[config.mk]
export PLATFORM = sky130hd
export DESIGN_NAME = sravm_ctrl
export DESIGN_NICKNAME = d
export VERILOG_FILES = /design/src/rtl/core/sravm_pkg.sv /design/src/rtl/core/sravm_ctrl.sv
export SDC_FILE = /design/constraint.sdc
export NUM_CORES = 1
export LEC_CHECK = 0
export BUFFER_PORTS_ARGS = -buffer_cell sky130_fd_sc_hd__buf_2
export CORE_AREA = 2 2 39 41
export DETAILED_ROUTE_END_ITERATION = 8
export DIE_AREA = 0 0 41 43
export PLACE_DENSITY = 0.84
export SLEW_MARGIN = 0
export SYNTH_ARGS = -nofsm -noshare
export SYNTH_HDL_FRONTEND = slang
export SYNTH_SLANG_ARGS = --single-unit
[constraint.sdc]
create_clock -name clk -period 1.8 [get_ports clk]
set_input_delay 0.09 -clock clk [delete_from_list [all_inputs] [get_ports clk]]
set_output_delay 0.09 -clock clk [all_outputs]
set_load 0.02 [all_outputs]
[src/rtl/core/sravm_pkg.sv]
// ----------------------------------------------------------------------------
// sravm_pkg
// Shared types and constants of the sensor running average monitor: result
// codes, controller states, command and status bundles, register map.
// ----------------------------------------------------------------------------
package sravm_pkg;

	localparam int DATA_W           = 16;
	localparam int DEF_MAX_SENSORS  = 32;
	localparam int DEF_WINDOW       = 8;

	localparam int CFG_ADDR_W       = 3;
	localparam int CFG_DATA_W       = 32;
	localparam logic [DATA_W-1:0] MIN_TEMP_RST = 16'h1200;
	localparam logic [DATA_W-1:0] MAX_TEMP_RST = 16'h1900;

	// register select is address bit 2
	localparam logic REG_MIN_TEMP   = 1'b0;
	localparam logic REG_MAX_TEMP   = 1'b1;

	localparam logic ACT_ADD        = 1'b0;

	typedef enum logic [2:0] {
		ST_NORMAL  = 3'd0,
		ST_COLD    = 3'd1,
		ST_HOT     = 3'd2,
		ST_UNKNOWN = 3'd3,
		ST_ADDED   = 3'd4,
		ST_FULL    = 3'd5
	} status_t;

	typedef enum logic [2:0] {
		RES_ADDED,
		RES_FULL,
		RES_UNKNOWN,
		RES_WARMUP,
		RES_AVG
	} res_t;

	typedef enum logic [3:0] {
		S_IDLE,
		S_ADD,
		S_SCAN_RD,
		S_SCAN_CMP,
		S_RD_ST,
		S_RD_SMP,
		S_UPD,
		S_DIV_INIT,
		S_DIV,
		S_OUT
	} ctl_state_t;

	typedef struct packed {
		logic capture;
		logic add_write;
		logic scan_next;
		logic take_room;
		logic take_state;
		logic upd;
		logic div_init;
		logic div_step;
		logic load_out;
		res_t res;
	} cmd_t;

	typedef struct packed {
		logic action;
		logic full;
		logic count_zero;
		logic match;
		logic last;
		logic filled_next;
		logic out_free;
	} sts_t;

endpackage

[src/rtl/core/sravm_ctrl.sv]
// ----------------------------------------------------------------------------
// sravm_ctrl
// Sequencer of the monitor: table add and scan, ring update, divide and result
// hand-off, driving the datapath through one command bundle.
// ----------------------------------------------------------------------------
module sravm_ctrl import sravm_pkg::*; (
	input  logic clk,
	input  logic arst_n,
	input  logic in_valid,
	output logic busy,
	input  sts_t sts,
	output cmd_t cmd
);

	ctl_state_t           state_q, state_d;
	res_t                 res_q, res_d;

	always_ff @(posedge clk or negedge arst_n) begin
		if (!arst_n) begin
			state_q   <= S_IDLE;
			res_q     <= RES_ADDED;
		end else begin
			state_q <= state_d;
			res_q   <= res_d;
		end
	end

	// next state and result code
	always_comb begin
		state_d = state_q;
		res_d   = res_q;
		unique case (state_q)
			S_IDLE: begin
				if (in_valid) begin
					state_d = (sts.action == ACT_ADD) ? S_ADD : S_SCAN_RD;
				end
			end
			S_ADD: begin
				res_d   = sts.full ? RES_FULL : RES_ADDED;
				state_d = S_OUT;
			end
			S_SCAN_RD: begin
				if (sts.count_zero) begin
					res_d   = RES_UNKNOWN;
					state_d = S_OUT;
				end else begin
					state_d = S_SCAN_CMP;
				end
			end
			S_SCAN_CMP: begin
				if (sts.match) begin
					state_d = S_RD_ST;
				end else if (sts.last) begin
					res_d   = RES_UNKNOWN;
					state_d = S_OUT;
				end else begin
					state_d = S_SCAN_RD;
				end
			end
			S_RD_ST:  state_d = S_RD_SMP;
			S_RD_SMP: state_d = S_UPD;
			S_UPD: begin
				if (sts.filled_next) begin
					state_d = S_DIV_INIT;
				end else begin
					res_d   = RES_WARMUP;
					state_d = S_OUT;
				end
			end
			S_DIV_INIT: state_d = S_DIV;
			S_DIV: begin
				res_d   = RES_AVG;
				state_d = S_OUT;
			end
			S_OUT: begin
				if (sts.out_free) begin
					state_d = S_IDLE;
				end
			end
			default: state_d = S_IDLE;
		endcase
	end

	// commands
	always_comb begin
		cmd      = '0;
		cmd.res  = res_q;
		busy     = 1'b1;
		unique case (state_q)
			S_IDLE: begin
				busy        = 1'b0;
				cmd.capture = in_valid;
			end
			S_ADD:      cmd.add_write = !sts.full;
			S_SCAN_RD:  ;
			S_SCAN_CMP: begin
				cmd.take_room = sts.match;
				cmd.scan_next = !sts.match && !sts.last;
			end
			S_RD_ST:    cmd.take_state = 1'b1;
			S_RD_SMP:   ;
			S_UPD:      cmd.upd = 1'b1;
			S_DIV_INIT: cmd.div_init = 1'b1;
			S_DIV:      cmd.div_step = 1'b1;
			S_OUT:      cmd.load_out = sts.out_free;
			default:    ;
		endcase
	end

endmodule

# After elaboration in Yosys (flattened, before gate mapping)
# Index checks and enable logic that the tools add are counted.
# word_totals
regBits,7
inputBits,10
output_inout_bits,13
wordCells,49
# classes
n_eq_ne,15
n_mux,23
reduce_logical,9
# op_table
operator,n
case mux 4 bit (9 select lines),1
two-way mux 4 bit,6
"equality test 4 x 3 -> 1 bit, second input constant",4
case mux 3 bit (5 select lines),1
two-way mux 3 bit,4
"inequality test 2 bit, second input constant",6
two-way mux 1 bit,9
"equality test 4 x 2 -> 1 bit, second input constant",2
"equality test 4 bit, second input constant",2
AND reduction 5 bit,1
nonzero test 5 bit,1
"equality test 4 x 1 -> 1 bit, second input constant",1
logical NOT 4 bit,1
two-way mux 2 bit,2
logical NOT 1 bit,3
AND reduction 2 bit,1
OR reduction 2 bit,1
logical AND 1 bit,1

# Longest topological paths before layout
# Gate-level depths: netlist of run 1.
# depth
ltp_word,3
mapped_depth,5
depth_no_buf,4

# Worst setup path before layout of run 1
# OpenSTA, ideal clock, no wires.
# synth_path
path_kind,reg-to-reg
start,register state_q[3]
end,register state_q[1]
setup_time_ns,0.067
t_arrival_ns,1.568
t_required_ns,1.733
setup_slack_ns,0.165
stages_incl_launch_ff,4
n_path_buf,0
synth_period_minus_slack_ns,1.635
path_cell_list,dfrtp_1 or2_1 nor4_1 o21a_1
# synth_between
elab_chain_len,3
word_cells_on_any_way,15
classes_between,11 x eq/ne; 1 x mux; 3 x reduce/logical
# synth_lines
item,line_no,text
"start, declared",sravm_ctrl.sv:15,"ctl_state_t state_q, state_d;"
"start signal, assigned",sravm_ctrl.sv:23,state_q <= state_d;
"equality test 4 bit, or another cell as far along",sravm_ctrl.sv:32,unique case (state_q)
OR reduction 2 bit (no line) / inequality test 2 bit (equally long branches),n/a,
case mux 4 bit (9 select lines) / AND reduction 2 bit (equally long branches),n/a,
# Parallel ways exist; a longest one is shown, timed or not.
# A chain may end at the register's enable or synchronous reset.

==> impl_metrics.yaml, run 1 <==
placement:
  place_area_um2: 710.7
  place.gp.congestion: 0.8482
  dpl_worst_slack_ns: 0.2183
  io_buffers: 22
  place_hpwl_um: 1170
sta:
  max_slew_margin_pct: 75.97
  rsz0062_at_grt: "false"
  hold-worst-slack_ns: 0.04870
  slew_viol_final: 0
  setup_ws_ns: 0.1011
  fin_tns_setup_ns: 0
  min_period_over_period_pct: 94.38
  worst_slew_pin_slew_ns: 0.3572
  max_freq_ghz: 0.5886
  hold_viol_final: 0
  setup_viol: 0
  finalCriticalPeriod_ns: 1.699
  fin_skew_ns: 0.005119
finish:
  syn_to_final_growth_pct: 26.53
  final_area_um2: 752.0
  drive_above_1_share_pct: 33.00
  n_antenna_cell: 0
  fin_nets: 111
critical_path:
  cpPeakStageDelay_ns: 0.49
  start_kind: "flop"
  path_class: "flop to primary output"
  cp.arrival_ns: 1.61
  cp_cell_sequence: "or2_1 > or3_4 > inv_1 > buf_2"
  crit_slowest_cell: "dfrtp_2"
  endpoint_kind: "primary output"
  cp_max_fo: 14
  cp.required_ns: 1.71
synthesis:
  synth-async-reset-ratio_pct: 100.0
  ys_seq_area_share_pct: 29.47
  avgSynthCellArea_um2: 7.820
  ys_ff_latch: 7
  yosys.cell_types.count: 34
  yosysTopAreaCell: "dfrtp_1"
  yosys-top-cells-area: "dfrtp_1 29%, mux2i_1 6.7%, nor2_1 5.1%, inv_1 4.4%, nand2_1 4.4%"
  syn_area_um2: 594.3
  synthCells: 76
  synth_edf_count: 0
  ys_warn_count: 0
  synth_top_flop_cell: "dfrtp_1"
  syn_nets: 86
  yosys.area.top_type_share_pct: 29.47
  synth.most_common_cell: "nor2_1"
  ys_top_cells_by_count: "8 x nor2_1, 7 x dfrtp_1, 7 x inv_1, 7 x nand2_1"
route:
  drc_errors: 0
  wl_per_cell_um: 13.36
  drt-total-wl_um: 1550
  vias: 635
  ant_nets: 0
  first_pass_iters: 4
  drt-initial-drc-count: 26
  viasPerCell: 5.474
global_routing:
  grt_max_degree: 16
  grt_overflow_total: 0
  antenna_found_initial: 0
  grt_pass1_vias: 587
  grt_pass1_wl_um: 2408
  track_usage_pct: 19.82
clock_tree:
  cts_buffers: 3
  clock_path_buffers: 2
  clockRootBuffer: "clkbuf_4"
  htree_num_levels: 1
  clkTransAtPathRegs_ns: 0.06
  clock_latency_ns: 0.26
  cts_tree: "built"
  cts.sinks: 7
worst_hold_path:
  hp-class: "input pin to flop"
power:
  total_power_mw: 1.335
  power.density_mw_per_mm2: 1775
  p_clk_share_pct: 11.6
  leakagePower_nw: 0.3926
  internal-power_mw: 0.6629
  p_seq_share_pct: 28.8
  combPwrFrac_pct: 59.6
  swShare_pct: 50.33
  switchingPower_mw: 0.6717
  ir_drop_v: 0.0006710
floorplan:
  fp.dieW_um: 41
  die_y_um: 43
  start_util_pct: 42.95
  rows: 14
  ios: 23
  core_mm2: 0.001384
  die_area_mm2: 0.001763
flow_run:
  max_cap_violations: 0
outcome:
  status: "completed"
==> critical path: cells and delay by family, from the launching register on <==
kind / cells / cell delay, ns
simple gates: 2 / 0.65
flops: 1 / 0.49
buf+inv: 2 / 0.20
==> final cells by class <==
cell class / instances / area [um2]
multi-input combinational: 57 / 364.1
fill: 133 / 631.9
inverter: 7 / 26.28
tap: 16 / 20.02
clock buffer: 4 / 26.28
sequential: 7 / 180.2
timing repair buffer: 25 / 135.1
==> kinds of logic after synthesis <==
| logic type | count (synthesis) | share of synthesized area, % |
|---|---|---|
| simple gates | 34 | 30.11 |
| buf+inv | 12 | 9.264 |
| flops | 7 | 29.47 |
| compound gates | 18 | 22.52 |
| mux | 5 | 8.632 |
==> through the flow <==
stage / util [%] / instances
finish: 54.34 / 116
CTS: 53.98 / 116
floorplan: - / 76
global route: 54.34 / 116
detailed placement: 51.36 / 111
global placement: 51.36 / 111
==> timing repair <==
item | 4_1_cts | 5_1_grt
setup buffers | 0 | 0
setup endpoints to repair | 0 | 3
endpoints found under the hold margin | 7 | 0
hold buffers | 1 | 0
gates resized for setup | 0 | 4
==> final timing paths <==
path                       cells past startpoint        from  slack [ns]    endpoint
hold / removal                                 2      sts[0]        0.05  state_q[0]
max in group asynchronous                      2      arst_n        1.43  state_q[3]
min in group asynchronous                      2      arst_n        0.20    res_q[1]
setup / recovery                               4  state_q[2]        0.10      cmd[8]
setup reg to reg                               4  state_q[2]        0.26    res_q[0]
hold reg to reg                                1    res_q[2]        0.47    res_q[2]
==> power groups by stage <==
stage	clock, mW	sequential [mW]	combinational [mW]
6_report	0.155	0.384	0.796
5_1_grt	0.166	0.396	0.874
4_1_cts	0.157	0.370	0.800
3_5_place_dp	0	0.373	0.789
3_3_place_gp	0	0.365	0.775
2_1_floorplan	0	0.311	0.652
==> state kept, by name, summed over array words and instances, names as in the netlist <==
signal	cells
res_q	3
state_q	4
==> metal layers <==
layer | vias up | routed length [um] | global-route usage [%]
met4 | 0 | 20 | 10.00
met2 | 23 | 769 | 31.56
met5 | - | 0 | 0
li1 | 318 | - | -
met1 | 292 | 681 | 25.33
met3 | 2 | 77 | 1.571
==> cell usage in the layout, fill, tap and decap left out, types with 2 or more instances in the layout <==
master and instances:
a211oi_1 2, a31oi_1 3, buf_2 22, buf_4 2, clkbuf_4 3, dfrtp_1 3, dfrtp_2 4, inv_1 7
mux2i_1 4, nand2_1 7, nand2b_1 2, nor2_1 8, nor2b_1 3, nor3_1 4, nor4_1 2, o21a_1 2
o22ai_1 2
Note: power is estimated with default switching activity, not from simulation.
==> inputs of run 2 (changes only) <==
--- a/config.mk
+++ b/config.mk
@@ -6,10 +6,11 @@
 export NUM_CORES = 1
 export LEC_CHECK = 0
 export BUFFER_PORTS_ARGS = -buffer_cell sky130_fd_sc_hd__buf_2
-export CORE_AREA = 2 2 39 41
+export CORE_ASPECT_RATIO = 1.75
+export CORE_MARGIN = 3
+export CORE_UTILIZATION = 25
 export DETAILED_ROUTE_END_ITERATION = 8
-export DIE_AREA = 0 0 41 43
-export PLACE_DENSITY = 0.84
+export PLACE_DENSITY = 0.57
 export SLEW_MARGIN = 0
 export SYNTH_ARGS = -nofsm -noshare
 export SYNTH_HDL_FRONTEND = slang
==> run 2 against run 1 <==
Worst hold slack improved by 0.015 ns. Routed wire length rose by 8.2%. Clock power fell by 5%. Critical path depth did not move. Clock skew rose by 0.0072 ns. Non-clock buffer count rose by 2. Register-to-register slack improved by 0.05 ns. Final cell count rose by 8.6%. Sequential power fell by 10%. Combinational power rose by 8.4%.
==> impl_metrics.yaml, run 2 (synthesis gave the netlist of run 1 again) <==
global_routing:
  grt_overflow_total: 0
  antenna_found_initial: 0
  grt_pass1_wl_um: 2718
  grt.met1_usage_pct: 11.01
  grt_pass1_vias: 623
  top_usage_layer: "met2"
  met2_usage_pct: 23.91
  use_met3_pct: 3.093
  grt_max_degree: 16
  track_usage_pct: 11.90
floorplan:
  core_mm2: 0.002175
  fp.dieW_um: 42.86
  start_util_pct: 27.33
  rows: 22
  ios: 23
  die_area_mm2: 0.003021
  die_y_um: 70.50
finish:
  final_common_cell: "buf_2"
  n_antenna_cell: 0
  fill_cells: 237
  largest_register_ffs: 4
  drive_above_1_share_pct: 33.33
  final_cell_mix: "22 x buf_2, 8 x nor2_1, 7 x inv_1, 7 x nand2_1, 5 x dfrtp_1"
  reg_top3: "state_q (4), res_q (3)"
  fin_nets: 113
  syn_to_final_growth_pct: 31.37
  largest-register: "state_q"
sta:
  max_freq_ghz: 0.5897
  hold_viol_final: 0
  max_slew_margin_pct: 71.86
  fin_tns_setup_ns: 0
  worst_slew_pin_slew_ns: 0.4182
  fin_skew_ns: 0.01233
  min_period_over_period_pct: 94.21
  setup_viol: 0
  slew_viol_final: 0
  finalCriticalPeriod_ns: 1.696
  rsz0062_at_grt: "false"
flow_run:
  max_cap_violations: 0
route:
  vias: 661
  first_pass_iters: 4
  wl_per_cell_um: 13.31
  ant_nets: 0
  drt-total-wl_um: 1677
  viasPerCell: 5.246
  drc_errors: 0
  drt-initial-drc-count: 31
placement:
  place.gp.congestion: 0.9020
  io_buffers: 22
  place_hpwl_um: 1372
clock_tree:
  clock_path_buffers: 2
  clockRootBuffer: "clkbuf_4"
  clkTransAtPathRegs_ns: 0.06
  htree_num_levels: 1
  cts.sinks: 7
  cts_tree: "built"
  postCtsSetupBuffers: 0
  cts_buffers: 3
  clock_latency_ns: 0.26
critical_path:
  path_class: "flop to primary output"
  cp.required_ns: 1.71
  cp.arrival_ns: 1.61
  start_kind: "flop"
  endpoint_kind: "primary output"
  cp_max_fo: 15
worst_hold_path:
  hp-class: "input pin to flop"
power:
  total_power_mw: 1.356
  leakagePower_nw: 0.4063
  power.density_mw_per_mm2: 1737
  ir_drop_v: 0.0008871
outcome:
  status: "completed"
-- run 2: worst paths after layout --
check                           start    endpoint  slack [ns]  cells past startpoint
min                            sts[0]  state_q[0]        0.06                      2
max in group asynchronous      arst_n  state_q[1]        1.44                      2
min in group asynchronous      arst_n    res_q[0]        0.18                      2
max                        state_q[3]      cmd[8]        0.10                      4
min reg2reg                  res_q[2]    res_q[2]        0.49                      1
max reg2reg                state_q[3]    res_q[0]        0.31                      4
-- run 2: per-layer routing --
| metal | vias to the layer above | routed length [um] |
|---|---|---|
| met3 | 2 | 80 |
| met5 | - | 0 |
| met2 | 19 | 1002 |
| li1 | 325 | - |
| met4 | 0 | 10 |
| met1 | 315 | 583 |
-- run 2: report_power, final --
part           total (mW)  switching (mW)  internal, mW
registers           0.345           0.113         0.232
logic               0.863           0.502         0.361
clock network       0.147          0.0622        0.0849
-- run 2: repair_timing --
| action | CTS | global route |
|---|---|---|
| hold buffers | 1 | 0 |
| hold endpoints to repair | 7 | 0 |
| resized for setup | 0 | 3 |
| endpoints found under the setup margin | 0 | 2 |
-- run 2: cell type report --
cell class	instances	area, um2	share of cell area [%]
clock buffer	4	26.28	3.365
multi-input combinational	57	370.4	47.44
tap	24	30.03	3.846
sequential	7	177.7	22.76
inverter	7	26.28	3.365
timing repair buffer	27	150.1	19.23
-- run 2: critical path, cell delays in order, from the launching register on --
cell and delay (ns):
dfrtp_2 0.48, or2_1 0.28, or3_4 0.35, inv_1 0.07, buf_2 0.16
-- run 2: through the flow --
stage	worst slack, ns	util, %	cell area (um2)	hold slack (ns)	cells
global route	0.03896	35.90	780.7	0.05438	126
global placement	0.2840	33.83	735.7	-0.07191	121
floorplan	0.1646	-	594.3	-0.2056	76
CTS	0.04638	35.50	772.0	0.06133	126
detailed placement	0.2600	33.83	735.7	-0.07044	121
finish	0.1042	35.90	780.7	0.06381	126
